### src/rtl/lace_pkg.sv
// Shared types and constants of the light attribute color engine.
package lace_pkg;

	localparam logic [2:0] CMD_ONOFF = 3'd0;
	localparam logic [2:0] CMD_LEVEL = 3'd1;
	localparam logic [2:0] CMD_HUE   = 3'd2;
	localparam logic [2:0] CMD_SAT   = 3'd3;
	localparam logic [2:0] CMD_X     = 3'd4;
	localparam logic [2:0] CMD_Y     = 3'd5;
	localparam logic [2:0] CMD_EHUE  = 3'd6;
	localparam logic [2:0] CMD_OTHER = 3'd7;

	localparam logic [7:0]  ENDPOINT_RESET = 8'd10;
	localparam logic [7:0]  SAT_RESET      = 8'd255;
	localparam logic [16:0] Q16_ONE        = 17'd65536;

	// sRGB matrix, Q2.15, row per output channel
	localparam logic signed [17:0] MTX [3][3] = '{
		'{ 18'sd106188, -18'sd50371, -18'sd16338 },
		'{ -18'sd31749,  18'sd61466,   18'sd1360 },
		'{   18'sd1825,  -18'sd6685,  18'sd34636 }
	};

	typedef struct packed {
		logic [2:0]  command;
		logic [15:0] attr_value;
		logic        value_present;
		logic [7:0]  endpoint;
		logic        status_ok;
		logic        type_ok;
	} in_word_t;

	typedef struct packed {
		logic       error;
		logic       power_valid;
		logic       power_on;
		logic       level_valid;
		logic [7:0] brightness;
		logic       color_valid;
		logic [7:0] red;
		logic [7:0] green;
		logic [7:0] blue;
	} out_word_t;

	typedef enum logic [1:0] {
		OP_DIRECT = 2'd0,
		OP_HSV    = 2'd1,
		OP_XY     = 2'd2
	} op_t;

	typedef struct packed {
		op_t         op;
		out_word_t   res;
		logic [15:0] hue16;
		logic [7:0]  sat;
		logic [15:0] x;
		logic [15:0] y;
	} job_t;

endpackage

### src/rtl/lace_front.sv
// Front part: endpoint register, attribute stores and classification of each write.
module lace_front (
	input  logic              clk,
	input  logic              arst_n,
	input  logic              accept,
	input  lace_pkg::in_word_t req,
	input  logic              cfg_valid,
	output logic              cfg_ready,
	input  logic [7:0]        cfg_data,
	output lace_pkg::job_t    job
);

	logic [7:0]  endpoint_q;
	logic [7:0]  hue_q, sat_q;
	logic [15:0] x_q;
	logic [7:0]  hue_d, sat_d;
	logic [15:0] x_d;

	assign cfg_ready = 1'b1;

	always_comb begin
		job       = '0;
		job.op    = lace_pkg::OP_DIRECT;
		hue_d     = hue_q;
		sat_d     = sat_q;
		x_d       = x_q;
		if (!req.status_ok) begin
			job.res.error = 1'b1;
		end else if (req.endpoint == endpoint_q && req.type_ok) begin
			unique case (req.command)
				lace_pkg::CMD_ONOFF: begin
					job.res.power_valid = 1'b1;
					job.res.power_on    = req.value_present & req.attr_value[0];
				end
				lace_pkg::CMD_LEVEL: begin
					job.res.level_valid = 1'b1;
					job.res.brightness  = req.value_present ? req.attr_value[7:0] : 8'd255;
				end
				lace_pkg::CMD_HUE: begin
					hue_d     = req.value_present ? req.attr_value[7:0] : 8'd0;
					job.op    = lace_pkg::OP_HSV;
					job.hue16 = {hue_d, hue_d};
					job.sat   = sat_q;
				end
				lace_pkg::CMD_SAT: begin
					sat_d     = req.value_present ? req.attr_value[7:0] : 8'd255;
					job.op    = lace_pkg::OP_HSV;
					job.hue16 = {hue_q, hue_q};
					job.sat   = sat_d;
				end
				lace_pkg::CMD_X: begin
					x_d = req.value_present ? req.attr_value : 16'd0;
				end
				lace_pkg::CMD_Y: begin
					job.op = lace_pkg::OP_XY;
					job.x  = x_q;
					job.y  = req.value_present ? req.attr_value : 16'd0;
				end
				lace_pkg::CMD_EHUE: begin
					job.op    = lace_pkg::OP_HSV;
					job.hue16 = req.value_present ? req.attr_value : 16'd0;
					job.sat   = sat_q;
				end
				default: begin
				end
			endcase
		end
	end

	always_ff @(posedge clk or negedge arst_n) begin
		if (!arst_n) begin
			endpoint_q <= lace_pkg::ENDPOINT_RESET;
			hue_q      <= '0;
			sat_q      <= lace_pkg::SAT_RESET;
			x_q        <= '0;
		end else begin
			if (cfg_valid && cfg_ready) begin
				endpoint_q <= cfg_data;
			end
			if (accept) begin
				hue_q <= hue_d;
				sat_q <= sat_d;
				x_q   <= x_d;
			end
		end
	end

endmodule

### config.mk
export PLATFORM = sky130hd
export DESIGN_NAME = lace_front
export DESIGN_NICKNAME = d
export VERILOG_FILES = /design/src/rtl/lace_pkg.sv /design/src/rtl/lace_front.sv
export SDC_FILE = /design/constraint.sdc
export NUM_CORES = 1
export LEC_CHECK = 0
export ABC_AREA = 1
export ABC_CLOCK_PERIOD_IN_PS = 1600
export BUFFER_PORTS_ARGS = -buffer_cell sky130_fd_sc_hd__buf_2
export CAP_MARGIN = 10
export CORE_MARGIN = 5
export CORE_UTILIZATION = 43
export CTS_CLUSTER_SIZE = 16
export DETAILED_ROUTE_END_ITERATION = 12
export PLACE_DENSITY = 0.78
export SLEW_MARGIN = 20
export SYNTH_ARGS = -nofsm -noshare
export SYNTH_HDL_FRONTEND = slang
export SYNTH_SLANG_ARGS = --single-unit
### constraint.sdc
create_clock -name clk -period 1.6 [get_ports clk]
set_input_delay 0 -clock clk [delete_from_list [all_inputs] [get_ports clk]]
set_output_delay 0 -clock clk [all_outputs]
set_load 0.01 [all_outputs]
After elaboration in Yosys (flattened, before gate mapping)

Cells that the tools add are included.

Register bits: 40
Bits in latches: 0
Bits in writable memories: 0
Bits in read-only memories: 0
Output and inout port bits: 96
Logic and storage cells: 33
Memories: 0

Add/sub/neg operators: 0
$mul: 0
Divide/modulo/power cells: 0
$lt $le $gt $ge: 0
Equality and inequality tests: 7
Shifts and indexed selects: 0
Muxes and demuxes: 15
Bitwise gates (word level): 1
Reduce and logical (&&, ||, !) cells: 6

Operators with widths:

| cell                 | number |
|---|---|
| $mux W56             | 2 |
| $pmux W24 S3         | 1 |
| $mux W32             | 1 |
| $mux W11             | 2 |
| $mux W16             | 1 |
| $mux W8              | 2 |
| $reduce_and A4 Y1    | 3 |
| $eq A3 B3 Y1 const B | 3 |
| $mux W9              | 1 |
| $eq A8 B8 Y1         | 1 |
| $eq A3 B2 Y1 const B | 2 |
| $mux W2              | 3 |
| $pmux W2 S2          | 1 |
| $eq A3 B1 Y1 const B | 1 |
| $logic_not A3 Y1     | 1 |
| $reduce_or A3 Y1     | 1 |
| $and A1 B1 Y1        | 1 |
| $logic_and A1 B1 Y1  | 1 |
| $mux W1              | 1 |

Depth between registers and ports, before layout

Word-level depth: 5
Depth in mapped cells: 10
Gate-level depth less buffers: 9

Worst setup path before layout

Ideal clock, no wire load.

Path kind: flip-flop to output port
Start: reg endpoint_q[1]
End: out job[34] (netlist bit)
Arrival: 1630 ps
Required time: 1600 ps
Setup slack: -30 ps
Cell stages (with the launch flop): 11
Buffers on the path: 2
Cell sequence: dfstp_2 inv_1 nand2_1 nand2_1 nor2_1 nand2_1 nor2_2 buf_2 nand3_1 buf_2 nor2_1

RTL lines:

| what                   | line             | text |
|---|---|---|
| from (decl)            | lace_front.sv:13 | `logic [7:0] endpoint_q;` |
| from (signal assigned) | lace_front.sv:72 | `endpoint_q <= lace_pkg::ENDPOINT_RESET;` |
| from (signal assigned) | lace_front.sv:78 | `endpoint_q <= cfg_data;` |
| to (decl)              | lace_front.sv:10 | `output lace_pkg::job_t job` |

==> metrics.md <==
| Metric | Value |
|---|---|
| Outcome | finished, violations left |
| Failing checks | setup timing |
| End of the worst hold path | endpoint_q[1] |
| Relative slew slack | 39.7% |
| Mapped cell area | 0.00294 sq mm |
| Unique masters post-synth | 27 |
| First-pass GRT wire length | 15,600 microns |
| Wire length per cell | 16.0 microns |
| GRT Overall Usage | 22.5% |
| Cell family with most CP delay | simple AND/OR/NAND/NOR gates |
| Main synth FF type | dfrtp_1 |
| Initial antenna violation count | 0 |
| Synth area leader | dfrtp_1 |
| Number of synthesized flops with an enable pin | 0 |
| Final setup margin | -0.367 ns |
| Top-count cell post-synth | nand2_1 |
| RSZ-0062 raised after global routing | yes |
| GRT overflow | 0 |
| Synth area leaders | dfrtp_1, nand2_1, nor2_1 |
| Clock root cell | clkbuf_8 |
| TritonRoute pass-1 iters | 5 |
| CP bufs+invs | 4 |
| Die footprint | 0.00858 sq mm |
| CP required | 1.60 ns |
| Max_cap viols | 0 |
| Die width | 92.7 microns |
| Crit Path Class | reg -> out |
| Yosys warns | 0 |
| Commonest cells in the netlist | nand2_1, nor2_1, inv_1, nand4_1 |
| PortBufs | 111 |
| Total core area | 0.00672 sq mm |
| Share of post-route cells with drive strength above 1 | 40.0% |
| Pins over their slew limit | 0 |
| Crit end category | output port |
| Peak VDD IR | 0.351 mV |
| Critical path fanouts, max | 8 |
| Synth top area share | 25.6% |
| Worst slew pin tran | 0.904 ns |
| Chip height | 92.7 microns |
| WHS | 0.0463 ns |
| Clock Skew | 0.00706 ns |
| Power density over cell area | 487 mW/mm^2 |
| Clk pin slew, worst setup/hold paths | 0.07 ns |
| Register area share after synthesis | 34.5% |
| Deepest clock path buffer count | 2 |
| Hold Startpoint | cfg_valid |
| Final Util | 66.6% |
| Post-DRT Antenna Nets | 0 |
| Effective utilization at floorplan | 43.7% |
| Avg Synthesized Cell Area | 6.60 sq um |
| Max Freq | 508 MHz |
| Boundary Pins | 138 |
| Antenna Cells | 0 |
| Reg-to-reg endpoint | x_q[5] |
| H-tree depth | 2 |
| Asr flop ratio synth | 100% |
| Via density | 5.07 |
| P_leak | 0.00233 uW |
| Worst path slowest cell | dfstp_2 |
| Area growth syn-to-layout | 52.3% |
| DR DRC count | 0 |
| Hold Path Class | in -> reg |
| DRT Wirelength | 10,700 microns |
| Final period utilization | 123% |
| Synth Instances | 445 |
| FF+latch count, synth | 40 |
| # rows | 30 |
| Setup violations, final | 101 |
| CTS tree | built |
| Reg2reg path depth | 11 |
| Worst stage delay on the critical path | 0.53 ns |
| Largest net degree at the start of global routing | 41 |
| Nets | 628 |
| Period minus WS final | 1.97 ns |
| Number of global-route vias before repair | 3,176 |
| Hold Path Stages | 3 |
| Initial DRC Count | 301 |
| CP Cell Sequence | inv_1 -> nand2_1 -> nand2_1 -> nor3_4 -> nand4_1 -> buf_6 -> clkbuf_16 -> nor2_4 -> buf_6 |
| Routability congestion estimate | 0.850 |
| Worst R2R Start | endpoint_q[1] |
| Reg2Reg Setup Slack | -0.21 ns |
| CTS Buf Count | 5 |
| Worst-Skew Late Latency | 0.29 ns |
| Sink Count | 40 |
| Final hold violations | 0 |
| Via count | 3,385 |
| Startpoint types | flip-flop |
| Detail Placement HPWL | 6840 microns |
| Critical path arrival | 1.97 ns |
==> flip-flops by register name (all words and copies together), names as in the netlist <==
name / count
endpoint_q: 8
hue_q: 8
sat_q: 8
x_q: 16
==> metal layers <==
metal | up-vias | share of wire, % | GRT usage, % | wire length, microns
met5 | - | 0 | 0 | 0
met4 | 0 | 3.1 | 8.18 | 328
met3 | 27 | 7.6 | 3.74 | 808
met2 | 168 | 51 | 38.8 | 5500
met1 | 1567 | 38 | 28.3 | 4060
li1 | 1623 | - | - | -
==> report_power, final <==
part	total, uW	internal, uW	leakage [uW]	switching, uW
Combinational	468	164	0.00178	304
Clock	655	306	0.0000422	348
Sequential	1050	1040	0.000511	13.0
Total	2180	1510	0.00233	666
==> final cells by class <==
| class | instances | area (sq um) |
|---|---|---|
| Clock buffer | 7 | 76.3 |
| Clock inverter | 1 | 5.00 |
| Fill cell | 564 | 2250 |
| Inverter | 72 | 275 |
| Multi-Input combinational cell | 313 | 1770 |
| Sequential cell | 40 | 1010 |
| Tap cell | 80 | 100 |
| Timing Repair Buffer | 154 | 1230 |
==> what timing repair did <==
item | 4_1_cts | 5_1_grt
pin swaps | 5 | 7
endpoints found under the hold margin | 38 | 0
cloned | 3 | 4
hold buffers | 9 | 0
buffers inserted | 9 | 3
gates resized for setup | 28 | 102
endpoints found under the setup margin | 101 | 101
==> metrics by stage <==
stage | total power (uW) | instance area [sq um] | TNS [ns] | setup slack, ns | instances
2_1_floorplan | 1340 | 3040 | 0 | 0.0155 | 469
3_3_place_gp | 1450 | 3610 | -1.56 | -0.0725 | 634
3_5_place_dp | 1460 | 3610 | -3.12 | -0.123 | 634
4_1_cts | 2160 | 3990 | -23.44 | -0.297 | 663
5_1_grt | 2300 | 4470 | -35.37 | -0.475 | 667
6_report | 2180 | 4470 | -23.44 | -0.367 | 667
==> cell families after synthesis <==
logic type	count (synthesis)	share of synthesized area (%)
mux	1	0.383
flops	40	34.5
buf+inv	118	19.5
xor+xnor	1	0.298
other cells	2	0.256
simple gates	248	37.9
compound gates	35	7.16
==> layout by cell type (no fill, tap or decap), types with 2 or more instances in the layout <==
cell / netlist / final
o22ai_1: 3 / 3
or2_2: 2 / 2
nand2_1: 114 / 94
clkbuf_8: 0 / 5
inv_2: 2 / 4
conb_1: 2 / 26
nor2_4: 0 / 25
dfstp_2: 10 / 10
nand4_1: 35 / 35
buf_4: 30 / 15
nor2_1: 85 / 52
inv_1: 70 / 67
nand4_4: 0 / 2
dlygate4sd3_1: 0 / 9
dfrtp_1: 30 / 30
buf_12: 0 / 5
buf_6: 1 / 37
o2bb2ai_1: 3 / 3
a22oi_1: 8 / 8
nand2_2: 0 / 20
clkbuf_16: 0 / 3
buf_2: 8 / 84
o21ai_0: 13 / 13
nand3_4: 1 / 4
nor2_2: 2 / 10
clkbuf_1: 7 / 2
nor4_4: 2 / 2
a21oi_1: 8 / 8
==> worst max path at each step <==
stage             startpoint  depth (start not counted)       to
6_report       endpoint_q[3]                          9   job[0]
3_3_place_gp   endpoint_q[1]                         11   x_q[7]
3_5_place_dp   endpoint_q[1]                         11   x_q[6]
4_1_cts        endpoint_q[1]                         11  job[36]
2_1_floorplan  endpoint_q[1]                         10  job[34]
5_1_grt        endpoint_q[1]                         11   job[0]
==> worst register-to-register path, cell delays in order (launching register included) <==
cell	delay [ns]
dfstp_2	0.54
inv_2	0.04
nand2_1	0.04
nand2_1	0.05
nor2_1	0.10
nand2_1	0.07
nor2_2	0.12
buf_6	0.14
buf_4	0.22
nand3_4	0.19
nand2_2	0.14
nand2_2	0.05
Power figures use the tool's default switching activity.
