**config.mk**
```make
export PLATFORM = sky130hd
export DESIGN_NAME = lace_fifo
export DESIGN_NICKNAME = d
export VERILOG_FILES = /design/src/rtl/lace_fifo.sv
export SDC_FILE = /design/constraint.sdc
export NUM_CORES = 1
export LEC_CHECK = 0
export BUFFER_PORTS_ARGS = -buffer_cell sky130_fd_sc_hd__buf_4
export CORE_AREA = 2 2 39 41
export DETAILED_ROUTE_END_ITERATION = 10
export DIE_AREA = 0 0 41 43
export PLACE_DENSITY = 0.37
export RECOVER_POWER = 25
export SYNTH_ARGS = -nofsm -noshare
export SYNTH_HDL_FRONTEND = slang
export SYNTH_SLANG_ARGS = --single-unit
```
**constraint.sdc**
```tcl
create_clock -name clk -period 1.7 [get_ports clk]
set_input_delay 0.085 -clock clk [delete_from_list [all_inputs] [get_ports clk]]
set_output_delay 0.085 -clock clk [all_outputs]
set_load 0.01 [all_outputs]
```
**src/rtl/lace_fifo.sv**
```systemverilog
// Small first-in first-out queue with full and empty flags.
module lace_fifo #(
	parameter int DEPTH = 2,
	parameter type T = logic
) (
	input  logic clk,
	input  logic arst_n,
	input  logic push,
	input  T     din,
	output logic full,
	input  logic pop,
	output T     dout,
	output logic empty
);

	localparam int PTR_W = (DEPTH > 1) ? $clog2(DEPTH) : 1;
	localparam int CNT_W = $clog2(DEPTH + 1);

	T                 mem [DEPTH];
	logic [PTR_W-1:0] wr_q, rd_q;
	logic [CNT_W-1:0] count_q;
	logic             do_push, do_pop;

	assign full    = (count_q == CNT_W'(DEPTH));
	assign empty   = (count_q == '0);
	assign do_push = push && !full;
	assign do_pop  = pop && !empty;
	assign dout    = mem[rd_q];

	always_ff @(posedge clk) begin
		if (do_push) begin
			mem[wr_q] <= din;
		end
	end

	always_ff @(posedge clk or negedge arst_n) begin
		if (!arst_n) begin
			wr_q    <= '0;
			rd_q    <= '0;
			count_q <= '0;
		end else begin
			if (do_push) begin
				wr_q <= (wr_q == PTR_W'(DEPTH - 1)) ? '0 : wr_q + 1'b1;
			end
			if (do_pop) begin
				rd_q <= (rd_q == PTR_W'(DEPTH - 1)) ? '0 : rd_q + 1'b1;
			end
			if (do_push && !do_pop) begin
				count_q <= count_q + 1'b1;
			end else if (do_pop && !do_push) begin
				count_q <= count_q - 1'b1;
			end
		end
	end

endmodule

```
# [Yosys cells after proc, flatten, opt, wreduce, memory -nomap -nowiden]
# Memories as Yosys holds them, arrays and structs flattened.
# Index checks and enable logic that the tools add are counted.
[word_totals] latchBits=0 mem_bits_rw=2 wordCells=25 ff_bits=4 inputBits=5 out_inout_bits=3 mem_count=1 mem_bits_ro=0
[mem_list] name="mem" depth=2 word_bits=1 read_ports=1 rd_ports_with_merged_regs=0 write_ports=1 line_no="19" source="T mem [DEPTH];"
[op_classes] n_eq_ne=1 n_shift=0 bitwise=0 addsub=4 reduce_logical=10 multipliers=0 order_cmp=0 muxes=6 div_mod_pow=0
[ops] operator="logical AND 1 bit" count=4
[ops] operator="zero test 1 bit" count=4
[ops] operator="2-to-1 mux 1 bit" count=4
[ops] operator="2-to-1 mux 2 bit" count=2
[ops] operator="adder 1 bit (second input constant)" count=2
[ops] operator="adder 2 x 1 -> 2 bit (second input constant)" count=1
[ops] operator="equality test 2 bit (second input constant)" count=1
[ops] operator="zero test 2 bit" count=1
[ops] operator="nonzero test 2 bit" count=1
[ops] operator="subtractor 2 x 1 -> 2 bit (second input constant)" count=1

# [Longest topological paths before layout]
# Gate-level depths: netlist (run 1).
[depth] depth_word=7 mapped_depth=7

# [Least setup slack after synthesis (run 1)]
# No wires, ideal clock.
[synth_timing] path_type="register to register" start="register count_q[0]" end="register count_q[1]" synth_period_minus_slack_ns=1.361 arrival_time_ns=1.282 path_slack_ns=0.339 path_stages_with_launch=7 cell_sequence="dfrtp_1 > nand2b_1 > nand2_1 > inv_1 > ha_1 > nor2_1 > xor2_1"
[synth_between] elab_chain_cells=6
[synth_rtl] item="start: declaration" line_no="21" source="logic [CNT_W-1:0] count_q;"
[synth_rtl] item="start signal: assignment" line_no="49" source="count_q <= count_q + 1'b1;"
[synth_rtl] item="start signal: assignment" line_no="51" source="count_q <= count_q - 1'b1;"
[synth_rtl] item="equality test 2 bit / zero test 2 bit (equally long branches)" line_no="24, 25"
[synth_rtl] item="zero test 1 bit, on equally long branches" line_no="26, 27"
[synth_rtl] item="logical AND 1 bit, on equally long branches" line_no="26, 27"
[synth_rtl] item="zero test 1 bit, on equally long branches" line_no="50, 48"
[synth_rtl] item="logical AND 1 bit, on equally long branches" line_no="50, 48"
[synth_rtl] item="nonzero test 2 bit (no source line) / 2-to-1 mux 2 bit (equally long branches)"
# Several ways; a longest one is shown, not always the timed one. The select of a mux whose other input is x is not followed.
# A chain may end at the register's enable or synchronous reset.

# [Final worst setup path (run 1)]
# Ends and elaborated chain as after synthesis.

==> results of run 1 <==
-- worst max-delay path: stages, from the launching register on --
cell and delay, ns:
dfrtp_1 0.42, nand2b_1 0.20, nand2_1 0.13, inv_1 0.06, ha_1 0.19, xor2_1 0.14
nor2_1 0.11, xor2_1 0.15
-- stage by stage --
stage               area [um^2]  power, mW  hold slack [ns]
detailed placement        340.3     0.5382          -0.1137
floorplan                 267.8     0.4469          -0.2106
CTS                       376.6     0.6959         0.008942
global placement          340.3     0.5334          -0.1154
finish                    372.9     0.6772          0.04706
global route              372.9     0.7359          0.03166
-- power breakdown --
group | internal, mW | switching (mW) | leakage (nW)
sequential | 0.217 | 0.0540 | 0.0652
clock | 0.0891 | 0.0550 | 0.0150
combinational | 0.149 | 0.113 | 0.0951
total | 0.455 | 0.222 | 0.175
-- timing repair --
| item | CTS | global route |
|---|---|---|
| hold buffers | 1 | 0 |
| setup endpoints to repair | 0 | 0 |
| endpoints found under the hold margin | 4 | 0 |
-- cell usage in the layout, fill, tap and decap left out --
master / count
and3_1: 1
buf_4: 5
clkbuf_1: 2
clkbuf_4: 4
dfrtp_1: 4
dlygate4sd3_1: 1
edfxtp_1: 2
ha_1: 1
inv_1: 2
mux2_2: 1
nand2_1: 1
nand2b_1: 1
nor2_1: 3
o21ai_1: 1
xnor2_1: 3
xor2_1: 2
-- metal layers --
metal  track usage, %  vias to the layer above
met3            6.283                        0
met2            7.813                        4
met1            6.863                       87
met5                0                        -
met4            8.000                        0
li1                 -                       95
-- cell type report --
| class | count | area (um^2) |
|---|---|---|
| Multi-Input combinational cell | 14 | 100.1 |
| Sequential cell | 6 | 160.2 |
| Clock buffer | 4 | 26.28 |
| Inverter | 2 | 7.507 |
| Tap cell | 16 | 20.02 |
| Fill cell | 142 | 1011 |
| Timing Repair Buffer | 8 | 58.81 |
-- how the worst min path moves through the flow --
stage,to,depth (start not counted)
2_1_floorplan,count_q[0],0
3_3_place_gp,rd_q,1
3_5_place_dp,rd_q,1
4_1_cts,mem[1],1
5_1_grt,mem[1],1
6_report,mem[0],1
-- sequential cells by signal, indices dropped and copies added, names as in the netlist --
name / count
mem: 2
rd_q: 1
count_q: 2
wr_q: 1
-- cell families after synthesis --
kind of cell,share of synthesized area (%)
muxes,4.205
and+or+nand+nor,10.28
AOI/OAI and AO/OA,1.867
xor gates and xnor gates,16.36
adders and majority gates,4.672
buffers and inverters,2.805
DFF,59.82
==> run metrics, run 1 <==
asr flop ratio synth=66.67%; CTS Root Cell=clkbuf_4; Std-Cell Rows=14; Port Buffer Count=7; Post-CTS Repair Setup Buffers=0; Worst R2R Start=count_q[0]; final hold vios=0; peak supply drop=496.7 uV; R2R setup slack=0.23 ns; worst min-delay path startpoint=din; CTS tree=done; Critical Path Fanout Max=5; met2 WL=215 um; WS Path Type=reg -> reg; Tcrit/Tclk final=86.58%; worst slew pin tran=0.2466 ns; Antenna Cells=0; Slew Limit Headroom=83.56%; post_cts resized=0; largest net degree at the start of global routing=6; Yosys top cell area share=37.38%; Worst EP arrival=1.64 ns; clock buffer depth=2; total CTS buffers=3; Post-Place Setup Slack=0.2125 ns; Cells after Synth=22; Max Clock Freq=0.6794 GHz; R2R cell count=7; first-pass GRT wire length=710 um; Die Height=43 um; drt first pass iters=2; H-tree depth=1; I/O pins=8; CP startpoint kind=flop; met3 WL post-DR=30 um; leakage power=0.1754 nW; Cell Area, Synth=267.8 um^2; Final setup viols=0; Final Non-Filler Cells=50; RSZ-0062 raised after global routing=false; wirelength, routed=454 um; nets@finish=41; setup ws final=0.2281 ns; clock net sink count=6; area of the core=0.001384 mm^2; met1 wire length=208 um; total grt overflow=0; DRT iter0 DRCs=1; top post-synthesis cells by area=dfrtp_1 37%, edfxtp_1 22%, xnor2_1 9.8%; total negative slack=0 ns; Clk Latency, worst-skew pair=0.24 ns; outcome=complete, no violations; initial antenna violation count=0; worst min-delay path class=in -> reg; most frequent cell after synthesis=dfrtp_1; end-of-flow core utilization=26.94%; via count=186; synthesis-to-finish area growth=39.25%; Placed Cells=45; count of different cell masters after synthesis=12; Max-cap violations=0; Placer Congestion=0.7170; DRC errors left=0; clock skew=0.002780 ns; Chip Width=41 um; Final ANT Viol Nets=0; critical path endpoint category=flop; CP startpoint=count_q[0]; EDFF count, synth=2; Initial Utilization=19.35%; ratio of cells with drive above 1 in the final layout=29.41%; Post-synth top cells=4 x dfrtp_1, 3 x nor2_1, 3 x xnor2_1; yosys warns=0; die area=0.001763 mm^2; GRT Total Usage=7.064%; top layer in use=met3; mean post-synth cell area=12.17 um^2; Final min period=1.472 ns; clk slew on worst S/H paths=0.05 ns; worst r2r dst=count_q[1]; average wire per standard cell=9.080 um; data required time of the critical path=1.87 ns; Seq cells post-synth=6; Yosys top cell by area=dfrtp_1; CP endpoint=count_q[1]; pwr/cell area=1816 mW/mm^2; Final Max Slew Viols=0; sequential share of the synthesized area=59.81%; Via density=3.720; top_reg_cell synth=dfrtp_1; vias in the first global route=180; Net Count, Synth=28
Note: power is estimated with default switching activity, not from simulation.
==> run 2: changes to the inputs <==
--- a/config.mk
+++ b/config.mk
@@ -9,6 +9,7 @@
 export CORE_AREA = 2 2 39 41
 export DETAILED_ROUTE_END_ITERATION = 10
 export DIE_AREA = 0 0 41 43
+export MAX_ROUTING_LAYER = met4
 export PLACE_DENSITY = 0.37
 export RECOVER_POWER = 25
 export SYNTH_ARGS = -nofsm -noshare
==> run 2 against run 1 <==
Die area unchanged. Sequential share of layout area unchanged. Total power about the same. Cell area unchanged. Non-clock buffer count unchanged. Clock skew about the same. First-iteration DRC count unchanged. Setup slack got worse by 0.00099 ns. Worst hold slack about the same. Final cell count unchanged. Largest power group unchanged. Highest routed layer unchanged.
==> run metrics, run 2 (synthesis gave the netlist of run 1 again) <==
outcome=complete, no violations; final hold vios=0; H-tree depth=1; clock buffer depth=2; leakage power=0.1754 nW; drt first pass iters=2; die area=0.001763 mm^2; R2R cell count=7; ratio of cells with drive above 1 in the final layout=29.41%; RSZ-0062 raised after global routing=false; R2R setup slack=0.23 ns; peak supply drop=496.4 uV; Max-cap violations=0; clock net sink count=6; sw frac=32.86%; Internal=0.4549 mW; wirelength, routed=453 um; worst slew pin tran=0.2461 ns; Post-Place Setup Slack=0.2125 ns; Tcrit/Tclk final=86.64%; pwr/cell area=1817 mW/mm^2; WS Path Type=reg -> reg; clk slew on worst S/H paths=0.05 ns; area of the core=0.001384 mm^2; Final Max Slew Viols=0; most used cells in the layout excluding fill and tap cells=5 x buf_4, 4 x clkbuf_4, 4 x dfrtp_1, 3 x nor2_1, 3 x xnor2_1; Worst R2R Start=count_q[0]; Std-Cell Rows=14; hold depth=1; average wire per standard cell=9.060 um; Port Buffer Count=7; setup ws final=0.2271 ns; critical path endpoint category=flop; critical path, cell by cell=nand2b_1, nand2_1, inv_1, ha_1, xor2_1, nor2_1, xor2_1; Die Height=43 um; total negative slack=0 ns; Worst path most repeated cell=xor2_1; Slew Limit Headroom=83.59%; Initial Utilization=19.35%; CTS Root Cell=clkbuf_4; vias in the first global route=183; DRT iter0 DRCs=1; Hold Path End=mem[0]; worst min-delay path startpoint=din; power share of the clock group=21.2%; first-pass GRT wire length=696 um; CP startpoint kind=flop; GRT Total Usage=6.929%; worst min-delay path class=in -> reg; Placed Cells=45; biggest regs=count_q (2), mem (2); switching pwr=0.2226 mW; commonest non-fill, non-tap cell in the layout=buf_4; synthesis-to-finish area growth=39.25%; fillers=142; Worst EP arrival=1.64 ns; Via density=3.700; largest net degree at the start of global routing=6; Placer Congestion=0.7254; final hold slack=0.04737 ns; combinational power share=38.7%; initial antenna violation count=0; worst r2r dst=count_q[1]; Final min period=1.473 ns; Final ANT Viol Nets=0; Clk Latency, worst-skew pair=0.24 ns; total power=0.6775 mW; Max Clock Freq=0.6790 GHz; total CTS buffers=3; nets@finish=41; Final Non-Filler Cells=50; via count=185; Critical Path Fanout Max=5; clock skew=0.002369 ns; sequential share of power=40.1%; DRC errors left=0; Antenna Cells=0; Post-CTS Repair Setup Buffers=0; I/O pins=8; Chip Width=41 um; Final setup viols=0; data required time of the critical path=1.87 ns; CP max stage delay=0.42 ns; total grt overflow=0; CTS tree=done; slowest CP cell=dfrtp_1
## run 2: critical path, delay by kind of cell, from the launching register on
kind / cells / cell delay [ns]
XOR/XNOR: 2 / 0.29
adder cells (fa/ha/maj): 1 / 0.19
buffers and inverters: 1 / 0.06
flip-flops: 1 / 0.42
AND/OR/NAND/NOR: 3 / 0.44
## run 2: layout make-up
type	instances	area [um^2]	area share, %
multi-input cells	14	100.1	26.85
clock buffers	4	26.28	7.047
flip-flops and latches	6	160.2	42.95
inverters	2	7.507	2.013
repair buffers	8	58.81	15.77
well taps	16	20.02	5.369
## run 2: worst max path at each step
stage	startpoint	endpoint	cells after the start	slack, ns
finish	count_q[0]	count_q[1]	7	0.23
global route	count_q[0]	count_q[1]	7	0.1
CTS	count_q[0]	count_q[1]	7	0.21
detailed placement	count_q[0]	count_q[1]	7	0.21
global placement	count_q[0]	count_q[1]	6	0.26
floorplan	count_q[0]	count_q[1]	6	0.34
## run 2: power groups by stage
stage | sequential [mW] | clock (mW) | combinational [mW]
global route | 0.278 | 0.158 | 0.297
CTS | 0.271 | 0.155 | 0.270
finish | 0.271 | 0.144 | 0.262
detailed placement | 0.272 | 0 | 0.266
global placement | 0.273 | 0 | 0.261
floorplan | 0.263 | 0 | 0.184
## run 2: timing repair
item	CTS	global route
endpoints found under the hold margin	4	0
setup endpoints to repair	0	0
resized for setup	0	0
hold buffers	1	0
## run 2: per-stage QoR
step,util (%),area [um^2]
after global placement,24.59,340.3
after CTS,27.22,376.6
after detailed placement,24.59,340.3
after global routing,26.94,372.9
after floorplan,-,267.8
final,26.94,372.9
## run 2: layer usage
layer	routed length [um]	track usage (%)
met3	31	4.712
met5	0	-
met1	208	6.863
met4	0	8.000
met2	214	7.813
